==> src/design/udpd_pkg.sv <==
// ----------------------------------------------------------------------------
// udpd_pkg
// Codes, constants and shared types for the UDP port demux table.
// ----------------------------------------------------------------------------
package udpd_pkg;

  localparam logic [1:0] MODE_BIND   = 2'd0;
  localparam logic [1:0] MODE_UNBIND = 2'd1;
  localparam logic [1:0] MODE_RECV   = 2'd2;

  localparam logic [2:0] ST_OK          = 3'd0;
  localparam logic [2:0] ST_FULL        = 3'd1;
  localparam logic [2:0] ST_DELIVERED   = 3'd2;
  localparam logic [2:0] ST_NO_LISTENER = 3'd3;
  localparam logic [2:0] ST_TOO_SHORT   = 3'd4;
  localparam logic [2:0] ST_BAD_LENGTH  = 3'd5;

  localparam logic [15:0] HDR_BYTES = 16'd8;
  localparam logic [15:0] DNS_PORT  = 16'd53;

  // lookup token walking the cell row
  typedef struct packed {
    logic        valid;
    logic        unbind;
    logic [15:0] port;
    logic        hit;
    logic [7:0]  handler;
    logic        free_found;
  } udpd_tok_t;

  // bind write broadcast to the cells
  typedef struct packed {
    logic        we;
    logic [15:0] port;
    logic [7:0]  handler;
  } udpd_wr_t;

  typedef struct packed {
    logic [1:0]  mode;
    logic [15:0] local_port;
    logic [7:0]  handler_id;
    logic [31:0] source_address;
    logic [15:0] remote_port;
    logic [15:0] length_field;
    logic [15:0] frame_length;
  } udpd_req_t;

  typedef struct packed {
    logic [2:0]  status;
    logic [2:0]  slot;
    logic [7:0]  handler_out;
    logic [31:0] address_out;
    logic [15:0] remote_port_out;
    logic [15:0] payload_length;
    logic        dns_reply;
  } udpd_res_t;

endpackage

==> src/design/udpd_if.sv <==
// ----------------------------------------------------------------------------
// udpd_if
// Request and result channel interfaces of the UDP port demux table.
// ----------------------------------------------------------------------------
interface udpd_in_if;
  logic        valid;
  logic        ready;
  logic [1:0]  mode;
  logic [15:0] local_port;
  logic [7:0]  handler_id;
  logic [31:0] source_address;
  logic [15:0] remote_port;
  logic [15:0] length_field;
  logic [15:0] frame_length;

  modport source (output valid, mode, local_port, handler_id, source_address,
                  remote_port, length_field, frame_length, input ready);
  modport sink   (input valid, mode, local_port, handler_id, source_address,
                  remote_port, length_field, frame_length, output ready);
endinterface

interface udpd_out_if;
  logic        valid;
  logic        ready;
  logic [2:0]  status;
  logic [2:0]  slot;
  logic [7:0]  handler_out;
  logic [31:0] address_out;
  logic [15:0] remote_port_out;
  logic [15:0] payload_length;
  logic        dns_reply;

  modport source (output valid, status, slot, handler_out, address_out,
                  remote_port_out, payload_length, dns_reply, input ready);
  modport sink   (input valid, status, slot, handler_out, address_out,
                  remote_port_out, payload_length, dns_reply, output ready);
endinterface

==> src/design/udpd_cell.sv <==
// ----------------------------------------------------------------------------
// udpd_cell
// One table entry: checks the passing token, clears itself on an unbind of its port and
// takes bind writes addressed to its slot.
// ----------------------------------------------------------------------------
module udpd_cell #(
  parameter int IW  = 3,
  parameter int IDX = 0
) (
  input  logic                clk,
  input  logic                rst_n,
  input  udpd_pkg::udpd_tok_t tok_i,
  input  logic [IW-1:0]       hit_idx_i,
  input  logic [IW-1:0]       free_idx_i,
  output udpd_pkg::udpd_tok_t tok_o,
  output logic [IW-1:0]       hit_idx_o,
  output logic [IW-1:0]       free_idx_o,
  input  udpd_pkg::udpd_wr_t  wr_i,
  input  logic [IW-1:0]       wr_idx_i
);
  import udpd_pkg::*;

  localparam logic [IW-1:0] MY_IDX = IW'(IDX);

  logic        used_r, used_nxt;
  logic [15:0] port_r, port_nxt;
  logic [7:0]  handler_r, handler_nxt;
  udpd_tok_t   tok_r, tok_nxt;
  logic [IW-1:0] hit_idx_r, hit_idx_nxt;
  logic [IW-1:0] free_idx_r, free_idx_nxt;
  logic        match;

  assign match = tok_i.valid && used_r && (port_r == tok_i.port);

  always_comb begin
    tok_nxt      = tok_i;
    hit_idx_nxt  = hit_idx_i;
    free_idx_nxt = free_idx_i;
    used_nxt     = used_r;
    port_nxt     = port_r;
    handler_nxt  = handler_r;
    if (match && !tok_i.hit) begin
      tok_nxt.hit     = 1'b1;
      tok_nxt.handler = handler_r;
      hit_idx_nxt     = MY_IDX;
    end
    if (tok_i.valid && !used_r && !tok_i.free_found) begin
      tok_nxt.free_found = 1'b1;
      free_idx_nxt       = MY_IDX;
    end
    if (match && tok_i.unbind) begin
      used_nxt    = 1'b0;
      port_nxt    = '0;
      handler_nxt = '0;
    end
    if (wr_i.we && (wr_idx_i == MY_IDX)) begin
      used_nxt    = 1'b1;
      port_nxt    = wr_i.port;
      handler_nxt = wr_i.handler;
    end
  end

  always_ff @(posedge clk) begin
    if (!rst_n) begin
      used_r    <= 1'b0;
      port_r    <= '0;
      handler_r <= '0;
      tok_r     <= '0;
    end else begin
      used_r    <= used_nxt;
      port_r    <= port_nxt;
      handler_r <= handler_nxt;
      tok_r     <= tok_nxt;
    end
  end

  always_ff @(posedge clk) begin
    hit_idx_r  <= hit_idx_nxt;
    free_idx_r <= free_idx_nxt;
  end

  assign tok_o      = tok_r;
  assign hit_idx_o  = hit_idx_r;
  assign free_idx_o = free_idx_r;

endmodule

==> src/design/udp_port_demux_table_unit.sv <==
// ----------------------------------------------------------------------------
// udp_port_demux_table_unit
// Table of listening UDP ports: bind, unbind and datagram header demux.
// ----------------------------------------------------------------------------
// Requests are handled one at a time. An accepted request becomes a lookup
// token that walks a row of SOCKETS entry cells, one cell per cycle; each
// cell notes a port match or a free slot, and unbind clears matching cells
// as the token passes. When the token leaves the last cell, a bind is
// written back to the chosen slot and the result is registered; it then
// moves to the output register once that register is empty or being read.
// The next request is taken in the cycle after the result moves to the
// output register, even while that result still waits to be taken. Reset
// empties the table at once.
module udp_port_demux_table_unit #(
  parameter int SOCKETS = 8
) (
  input  logic      clk,
  input  logic      rst_n,
  udpd_in_if.sink   in_chan,
  udpd_out_if.source out_chan
);
  import udpd_pkg::*;

  localparam int IW = (SOCKETS > 1) ? $clog2(SOCKETS) : 1;

  logic      busy_r, busy_nxt;
  udpd_tok_t tok0_r, tok0_nxt;
  udpd_req_t req_r, req_nxt;
  logic      res_valid_r, res_valid_nxt;
  udpd_res_t res_r, res_nxt;
  logic      out_valid_r, out_valid_nxt;
  udpd_res_t out_r, out_nxt;

  udpd_tok_t     tok_w      [SOCKETS+1];
  logic [IW-1:0] hit_idx_w  [SOCKETS+1];
  logic [IW-1:0] free_idx_w [SOCKETS+1];

  udpd_wr_t      wr;
  logic [IW-1:0] wr_idx;
  udpd_tok_t     tok_end;
  logic          in_acc;
  logic          move;

  assign in_chan.ready = !busy_r;
  assign in_acc        = in_chan.valid && !busy_r;
  assign move          = res_valid_r && (!out_valid_r || out_chan.ready);

  assign tok_w[0]      = tok0_r;
  assign hit_idx_w[0]  = '0;
  assign free_idx_w[0] = '0;
  assign tok_end       = tok_w[SOCKETS];

  for (genvar g = 0; g < SOCKETS; g++) begin : g_cell
    udpd_cell #(.IW(IW), .IDX(g)) u_cell (
      .clk        (clk),
      .rst_n      (rst_n),
      .tok_i      (tok_w[g]),
      .hit_idx_i  (hit_idx_w[g]),
      .free_idx_i (free_idx_w[g]),
      .tok_o      (tok_w[g+1]),
      .hit_idx_o  (hit_idx_w[g+1]),
      .free_idx_o (free_idx_w[g+1]),
      .wr_i       (wr),
      .wr_idx_i   (wr_idx)
    );
  end

  always_comb begin
    tok0_nxt        = '0;
    tok0_nxt.valid  = in_acc;
    tok0_nxt.unbind = (in_chan.mode == MODE_UNBIND);
    tok0_nxt.port   = in_chan.local_port;

    req_nxt = req_r;
    if (in_acc) begin
      req_nxt.mode           = in_chan.mode;
      req_nxt.local_port     = in_chan.local_port;
      req_nxt.handler_id     = in_chan.handler_id;
      req_nxt.source_address = in_chan.source_address;
      req_nxt.remote_port    = in_chan.remote_port;
      req_nxt.length_field   = in_chan.length_field;
      req_nxt.frame_length   = in_chan.frame_length;
    end
  end

  // result and bind write-back when the token leaves the row
  always_comb begin
    wr         = '0;
    wr.port    = req_r.local_port;
    wr.handler = req_r.handler_id;
    wr_idx     = hit_idx_w[SOCKETS];
    res_nxt    = '0;
    case (req_r.mode)
      MODE_BIND: begin
        if (tok_end.hit) begin
          wr.we        = tok_end.valid;
          res_nxt.slot = 3'(hit_idx_w[SOCKETS]);
        end else if (tok_end.free_found) begin
          wr.we        = tok_end.valid;
          wr_idx       = free_idx_w[SOCKETS];
          res_nxt.slot = 3'(free_idx_w[SOCKETS]);
        end else begin
          res_nxt.status = ST_FULL;
        end
      end
      MODE_RECV: begin
        if (req_r.frame_length < HDR_BYTES) begin
          res_nxt.status = ST_TOO_SHORT;
        end else if (req_r.length_field < HDR_BYTES ||
                     req_r.length_field > req_r.frame_length) begin
          res_nxt.status = ST_BAD_LENGTH;
        end else begin
          res_nxt.payload_length = req_r.length_field - HDR_BYTES;
          res_nxt.dns_reply      = (req_r.remote_port == DNS_PORT);
          // a handler of zero means nobody is listening
          if (tok_end.hit && (tok_end.handler != 8'd0)) begin
            res_nxt.status          = ST_DELIVERED;
            res_nxt.slot            = 3'(hit_idx_w[SOCKETS]);
            res_nxt.handler_out     = tok_end.handler;
            res_nxt.address_out     = req_r.source_address;
            res_nxt.remote_port_out = req_r.remote_port;
          end else begin
            res_nxt.status = ST_NO_LISTENER;
          end
        end
      end
      default: begin
        res_nxt.status = ST_OK;
      end
    endcase
  end

  always_comb begin
    busy_nxt = busy_r;
    if (in_acc) begin
      busy_nxt = 1'b1;
    end else if (move) begin
      busy_nxt = 1'b0;
    end

    res_valid_nxt = res_valid_r;
    if (tok_end.valid) begin
      res_valid_nxt = 1'b1;
    end else if (move) begin
      res_valid_nxt = 1'b0;
    end

    out_valid_nxt = out_valid_r;
    out_nxt       = out_r;
    if (move) begin
      out_valid_nxt = 1'b1;
      out_nxt       = res_r;
    end else if (out_chan.ready) begin
      out_valid_nxt = 1'b0;
    end
  end

  always_ff @(posedge clk) begin
    if (!rst_n) begin
      busy_r      <= 1'b0;
      tok0_r      <= '0;
      res_valid_r <= 1'b0;
      out_valid_r <= 1'b0;
    end else begin
      busy_r      <= busy_nxt;
      tok0_r      <= tok0_nxt;
      res_valid_r <= res_valid_nxt;
      out_valid_r <= out_valid_nxt;
    end
  end

  always_ff @(posedge clk) begin
    req_r <= req_nxt;
    out_r <= out_nxt;
    if (tok_end.valid) begin
      res_r <= res_nxt;
    end
  end

  assign out_chan.valid           = out_valid_r;
  assign out_chan.status          = out_r.status;
  assign out_chan.slot            = out_r.slot;
  assign out_chan.handler_out     = out_r.handler_out;
  assign out_chan.address_out     = out_r.address_out;
  assign out_chan.remote_port_out = out_r.remote_port_out;
  assign out_chan.payload_length  = out_r.payload_length;
  assign out_chan.dns_reply       = out_r.dns_reply;

endmodule
==> src/flat_wrapper.sv <==
// flat-port wrapper written by rule: the top's interface ports become plain ports
module udp_port_demux_table_unit_flat import udpd_pkg::*;
#(
  parameter int SOCKETS = 8
)
  (clk, rst_n, in_chan_valid, in_chan_mode, in_chan_local_port, in_chan_handler_id, in_chan_source_address, in_chan_remote_port, in_chan_length_field, in_chan_frame_length, in_chan_ready, out_chan_valid, out_chan_status, out_chan_slot, out_chan_handler_out, out_chan_address_out, out_chan_remote_port_out, out_chan_payload_length, out_chan_dns_reply, out_chan_ready);
  udpd_in_if in_chan_i ();
  udpd_out_if out_chan_i ();
  input  logic clk;
  input  logic rst_n;
  input wire logic [$bits(in_chan_i.valid)-1:0] in_chan_valid;
  input wire logic [$bits(in_chan_i.mode)-1:0] in_chan_mode;
  input wire logic [$bits(in_chan_i.local_port)-1:0] in_chan_local_port;
  input wire logic [$bits(in_chan_i.handler_id)-1:0] in_chan_handler_id;
  input wire logic [$bits(in_chan_i.source_address)-1:0] in_chan_source_address;
  input wire logic [$bits(in_chan_i.remote_port)-1:0] in_chan_remote_port;
  input wire logic [$bits(in_chan_i.length_field)-1:0] in_chan_length_field;
  input wire logic [$bits(in_chan_i.frame_length)-1:0] in_chan_frame_length;
  output wire logic [$bits(in_chan_i.ready)-1:0] in_chan_ready;
  output wire logic [$bits(out_chan_i.valid)-1:0] out_chan_valid;
  output wire logic [$bits(out_chan_i.status)-1:0] out_chan_status;
  output wire logic [$bits(out_chan_i.slot)-1:0] out_chan_slot;
  output wire logic [$bits(out_chan_i.handler_out)-1:0] out_chan_handler_out;
  output wire logic [$bits(out_chan_i.address_out)-1:0] out_chan_address_out;
  output wire logic [$bits(out_chan_i.remote_port_out)-1:0] out_chan_remote_port_out;
  output wire logic [$bits(out_chan_i.payload_length)-1:0] out_chan_payload_length;
  output wire logic [$bits(out_chan_i.dns_reply)-1:0] out_chan_dns_reply;
  input wire logic [$bits(out_chan_i.ready)-1:0] out_chan_ready;
  assign in_chan_i.valid = in_chan_valid;
  assign in_chan_i.mode = in_chan_mode;
  assign in_chan_i.local_port = in_chan_local_port;
  assign in_chan_i.handler_id = in_chan_handler_id;
  assign in_chan_i.source_address = in_chan_source_address;
  assign in_chan_i.remote_port = in_chan_remote_port;
  assign in_chan_i.length_field = in_chan_length_field;
  assign in_chan_i.frame_length = in_chan_frame_length;
  assign in_chan_ready = in_chan_i.ready;
  assign out_chan_valid = out_chan_i.valid;
  assign out_chan_status = out_chan_i.status;
  assign out_chan_slot = out_chan_i.slot;
  assign out_chan_handler_out = out_chan_i.handler_out;
  assign out_chan_address_out = out_chan_i.address_out;
  assign out_chan_remote_port_out = out_chan_i.remote_port_out;
  assign out_chan_payload_length = out_chan_i.payload_length;
  assign out_chan_dns_reply = out_chan_i.dns_reply;
  assign out_chan_i.ready = out_chan_ready;
  udp_port_demux_table_unit #(.SOCKETS(SOCKETS)) u_core (.clk(clk), .rst_n(rst_n), .in_chan(in_chan_i), .out_chan(out_chan_i));
endmodule
==> config.mk <==
export PLATFORM = sky130hd
export DESIGN_NAME = udp_port_demux_table_unit_flat
export DESIGN_NICKNAME = d
export VERILOG_FILES = /design/src/design/udpd_pkg.sv /design/src/design/udpd_if.sv /design/src/design/udpd_cell.sv /design/src/design/udp_port_demux_table_unit.sv /design/src/flat_wrapper.sv
export SDC_FILE = /design/constraint.sdc
export NUM_CORES = 1
export LEC_CHECK = 0
export BUFFER_PORTS_ARGS = -buffer_cell sky130_fd_sc_hd__buf_4
export CAP_MARGIN = 10
export CORE_MARGIN = 3
export CORE_UTILIZATION = 40
export DETAILED_ROUTE_END_ITERATION = 10
export PLACE_DENSITY_LB_ADDON = 0.3
export RECOVER_POWER = 25
export SLEW_MARGIN = 20
export SYNTH_ARGS = -nofsm -noshare
export SYNTH_HDL_FRONTEND = slang
export SYNTH_HIERARCHICAL = 1
export SYNTH_SLANG_ARGS = --single-unit
==> constraint.sdc <==
create_clock -name clk -period 11.6 [get_ports clk]
set_clock_uncertainty 0.2 [all_clocks]
set_input_delay 2.32 -clock clk [delete_from_list [all_inputs] [get_ports clk]]
set_output_delay 2.32 -clock clk [all_outputs]
set_load 0.03 [all_outputs]
# Yosys cells after proc, flatten, opt, wreduce, memory -nomap -nowiden
# Cells that the tools add are included.
# classes
add_sub_neg	1
n_lt_le_gt_ge	3
n_eq_ne	18
mux	89
bitwise_logic	2
n_reduce_logical	103
# ops
cell	count
2-to-1 mux 16 bit	16
2-to-1 mux 76 bit	2
equality test 16 bit	8
2-to-1 mux 8 bit	16
2-to-1 mux 9 bit	8
logical AND 1 bit	59
2-to-1 mux 59 bit	1
2-to-1 mux 1 bit	36
less-than comparator 16 x 4 -> 1 bit, second input constant	2
zero test 1 bit	24
2-to-1 mux 3 bit	8
nonzero test 2 bit	11
equality test 16 x 6 -> 1 bit, second input constant	1
> comparator 16 bit	1
subtractor 16 x 4 -> 16 bit, second input constant	1
equality test 3 bit, second input constant	4
one-hot mux 3 bit (2 select lines)	2
nonzero test 8 bit	1
equality test 3 x 2 -> 1 bit, second input constant	2
OR reduction 4 bit	1
equality test 3 x 1 -> 1 bit, second input constant	1
zero test 3 bit	1
OR reduction 3 bit	1
equality test 2 x 1 -> 1 bit, second input constant	1
5 further kinds	8
# totals
ff_bits	734
out_inout_bits	81

# Logic depth before layout (Yosys ltp)
# logic_depth
ltp_word	6
depth_mapped	10
mapped_depth_nobuf	8

# By module
# Netlist, hierarchy kept.
# modules_own_cells
mod	n_inst	cells_per_inst	area_per_inst_um2	seq_area_each_um2
udp_port_demux_table_unit	1	531	9955.8	8348.0
udpd_cell at u_core.g_cell[3].u_cell ...	3	273	2522.4	1181.1
udpd_cell at u_core.g_cell[1].u_cell ...	2	185	2068.2	1181.1
udpd_cell at u_core.g_cell[4].u_cell	1	184	2059.5	1181.1
udpd_cell at u_core.g_cell[0].u_cell	1	182	2047.0	1181.1
udpd_cell at u_core.g_cell[7].u_cell	1	182	2038.2	1181.1

# Least setup slack after synthesis
# Ideal clock, no wire load.
# synth_timing
path_type	in2reg
start	input in_chan_valid
end	register u_core/req_r[0] (netlist bit) (enable)
setup_time_ps	586
arrival_ps	6948
required_time_ps	10814
slack_ps	3866
path_stages	1
path_cell_list	nor2b_1
# synth_via
elab_chain_cells	1
# synth_lines
item	line_no	rtl
from (decl)	flat_wrapper.sv:11	input wire logic [$bits(in_chan_i.valid)-1:0] in_chan_valid;
logical AND 1 bit	udp_port_demux_table_unit.sv:45	assign in_acc = in_chan.valid && !busy_r;
to (signal assigned)	udp_port_demux_table_unit.sv:173	req_r <= req_nxt;
to (decl)	udp_port_demux_table_unit.sv:28	udpd_req_t req_r, req_nxt;
# No other way between the ends.
# A chain may end at the register's enable or synchronous reset.

==> results by group <==
Route
  – Antenna viol nets, final: 0
  – Drt total wl: 68.61 mm
  – Router iterations before antenna repair: 5
  – WL per Instance: 20.62 um
  – Vias: 18.14k
  – Post-route DRC violation count: 0
  – Detailed router's first-iteration violation count: 1439
  – DR vias/cell: 5.451

Finish
  – Synth-to-Final Area Change: 16.64%
  – Most common cell after layout, fill and taps aside: dfxtp_1
  – Finished Layout Cells: 3327
  – Area of the multi-input gates: 9020 um2
  – Sequential Area: 17460 um2
  – Most frequent cells in the layout: 476 x dfxtp_1, 264 x edfxtp_1, 168 x and2_1, 158 x a21oi_1, 120 x a22o_1
  – Utilization after layout: 47.26%
  – Fillcell total: 5973
  – Share of layout cells above drive strength 1: 15.44%
  – Design area: 31910 um2
  – Nets: 2521
  – Inserted Diodes: 0

Power and ir drop
  – Power per cell area: 176.8 nW/um2
  – Total power: 5.641 mW
  – Worst IR Drop VDD: 0.0001113 V
  – Leak: 12.04 nW

Placed design
  – Routability Congestion: 0.8196
  – Port Buffers: 190
  – Post-DP HPWL: 45.02 mm
  – Placed Cells: 3183
  – Dpl cell area: 29340 um2

Global route
  – Largest net degree at the start of global routing: 143
  – Vias in the first global route: 17.66k
  – Met3 usage: 3.445%
  – First-pass GRT wire length: 103.2 mm
  – Grt ovf: 0
  – Top Usage Layer GRT: met2
  – Antenna violations before repair: 1
  – GR Util met1: 23.49%
  – Global-route met2 utilization: 31.02%
  – Overall global routing resource usage: 18.72%

Clocking
  – Post-CTS sizing: 0
  – CTS Buf Count: 77
  – Clock edge transition at the registers on the reported setup and hold paths: 60 ps
  – Clock latency on the worst-skew pair: 630 ps
  – Clock Path Buffers: 3
  – Clock Sinks: 740
  – Max H-tree Level: 3
  – Setup bufs post-CTS: 0
  – CTS tree: done
  – Clock root buffer: clkbuf_16
  – Post-CTS Hold Buffers: 0

Critical path
  – Crit Path Class: in2reg
  – CP endpoint kind: register
  – CP max stage cell: a311oi_4
  – CP delay by family, top: compound AO/OA/AOI/OAI gates
  – Worst EP arrival: 5010 ps
  – Worst setup SP type: input pin
  – Cell Chain, Critical Path: buf_6, buf_12, inv_1, a311oi_4, a22o_1
  – CP Buf/Inv Count: 3
  – Crit-path max FO: 142
  – Worst Path Required: 11960 ps
  – Max incr delay on CP: 990 ps

Status
  – Status: finished, violations left
  – Failing checks: capacitance limit, slew limit

Hold path
  – Tightest Hold Check Type: reg2reg

Timing
  – Fin Setup TNS: 0 ps
  – Worst-Margin Slew: 3953 ps
  – Max Slew Vio Count: 77
  – Slew HR: -163.5%
  – Hold Fails Final Rpt: 0
  – Period utilisation layout: 40.05%
  – RSZ-0062 raised after global routing: no
  – Setup violators final: 0
  – Fmax: 0.2153 GHz
  – Fin crit period: 4646 ps

Floorplanning
  – Row count: 95
  – I/O pins: 191
  – Die Wd: 267.5 um
  – Core footprint: 67510 um2
  – Die area: 71570 um2
  – Die height: 267.5 um
  – Starting Density: 40.52%

Synth
  – Mapped Cells: 2234
  – Syn Area/Cell: 12.25 um2
  – Synth Cell Area: 27360 um2
  – Ys Warns: 6

Run
  – Number of max-cap violations: 1
==> area by class of cell <==
cell class | count | area share, %
sequential | 740 | 54.71
multi-input combinational | 1307 | 28.27
clock buffer | 108 | 6.764
timing repair buffer | 208 | 4.878
tap | 873 | 3.423
clock inverter | 31 | 1.255
inverter | 60 | 0.7058
==> sequential cells by signal, indices dropped and copies added, names as in the netlist <==
name and flops:
u_core/g_cell.u_cell/tok_o 207, u_core/g_cell.u_cell/port_r 128, u_core/req_r 106, u_core/res_r 79
u_core/g_cell.u_cell/handler_r 64, u_core/out_chan.address_out 32, u_core/g_cell.u_cell/free_idx_o 24, u_core/g_cell.u_cell/hit_idx_o 24
u_core/tok0_r 18, u_core/out_chan.payload_length 16, u_core/out_chan.remote_port_out 16, u_core/g_cell.u_cell/used_r 8
u_core/out_chan.handler_out 8, u_core/out_chan.slot 3, u_core/out_chan.status 3, u_core/busy_r 1
u_core/out_chan.dns_reply 1, u_core/out_chan.valid 1, u_core/res_valid_r 1
==> power by group <==
group          internal (mW)  switching [mW]  total (mW)  leakage, nW
Clock                   1.43            1.03        2.46         1.27
Sequential              2.77          0.0929        2.87         6.31
Combinational          0.136           0.177       0.312         4.47
Total                   4.34            1.30        5.64         12.0
==> per-layer routing <==
layer | share of wire [%] | wire length [um]
met1 | 42 | 28560
met2 | 47 | 32340
met3 | 6.2 | 4270
met4 | 5.0 | 3442
met5 | 0 | 0
==> final timing paths <==
path / start / end / slack (ps) / depth (start not counted)
max: rst_n / u_core/g_cell[7].u_cell/port_r[7]$_SDFFE_PN0P_ / 6950 / 5
min reg2reg: u_core/g_cell[5].u_cell/hit_idx_o[2]$_SDFF_PP1_ / u_core/g_cell[6].u_cell/hit_idx_o[2]$_SDFF_PP1_ / 180 / 1
min: u_core/g_cell[5].u_cell/hit_idx_o[2]$_SDFF_PP1_ / u_core/g_cell[6].u_cell/hit_idx_o[2]$_SDFF_PP1_ / 180 / 1
max reg2reg: u_core/g_cell[7].u_cell/tok_o[27]$_SDFF_PN0_ / u_core/res_r[62]$_SDFFCE_PP0P_ / 7470 / 1
==> stage by stage <==
| stage | setup WS (ps) | hold slack, ps |
|---|---|---|
| detailed placement | 6408 | 196.2 |
| finish | 6954 | 176.7 |
| floorplan | 3866 | 186.3 |
| global route | 6805 | 203.5 |
| global placement | 6486 | 192.7 |
| CTS | 7088 | 177.0 |
Note: power is estimated with default switching activity, not from simulation.
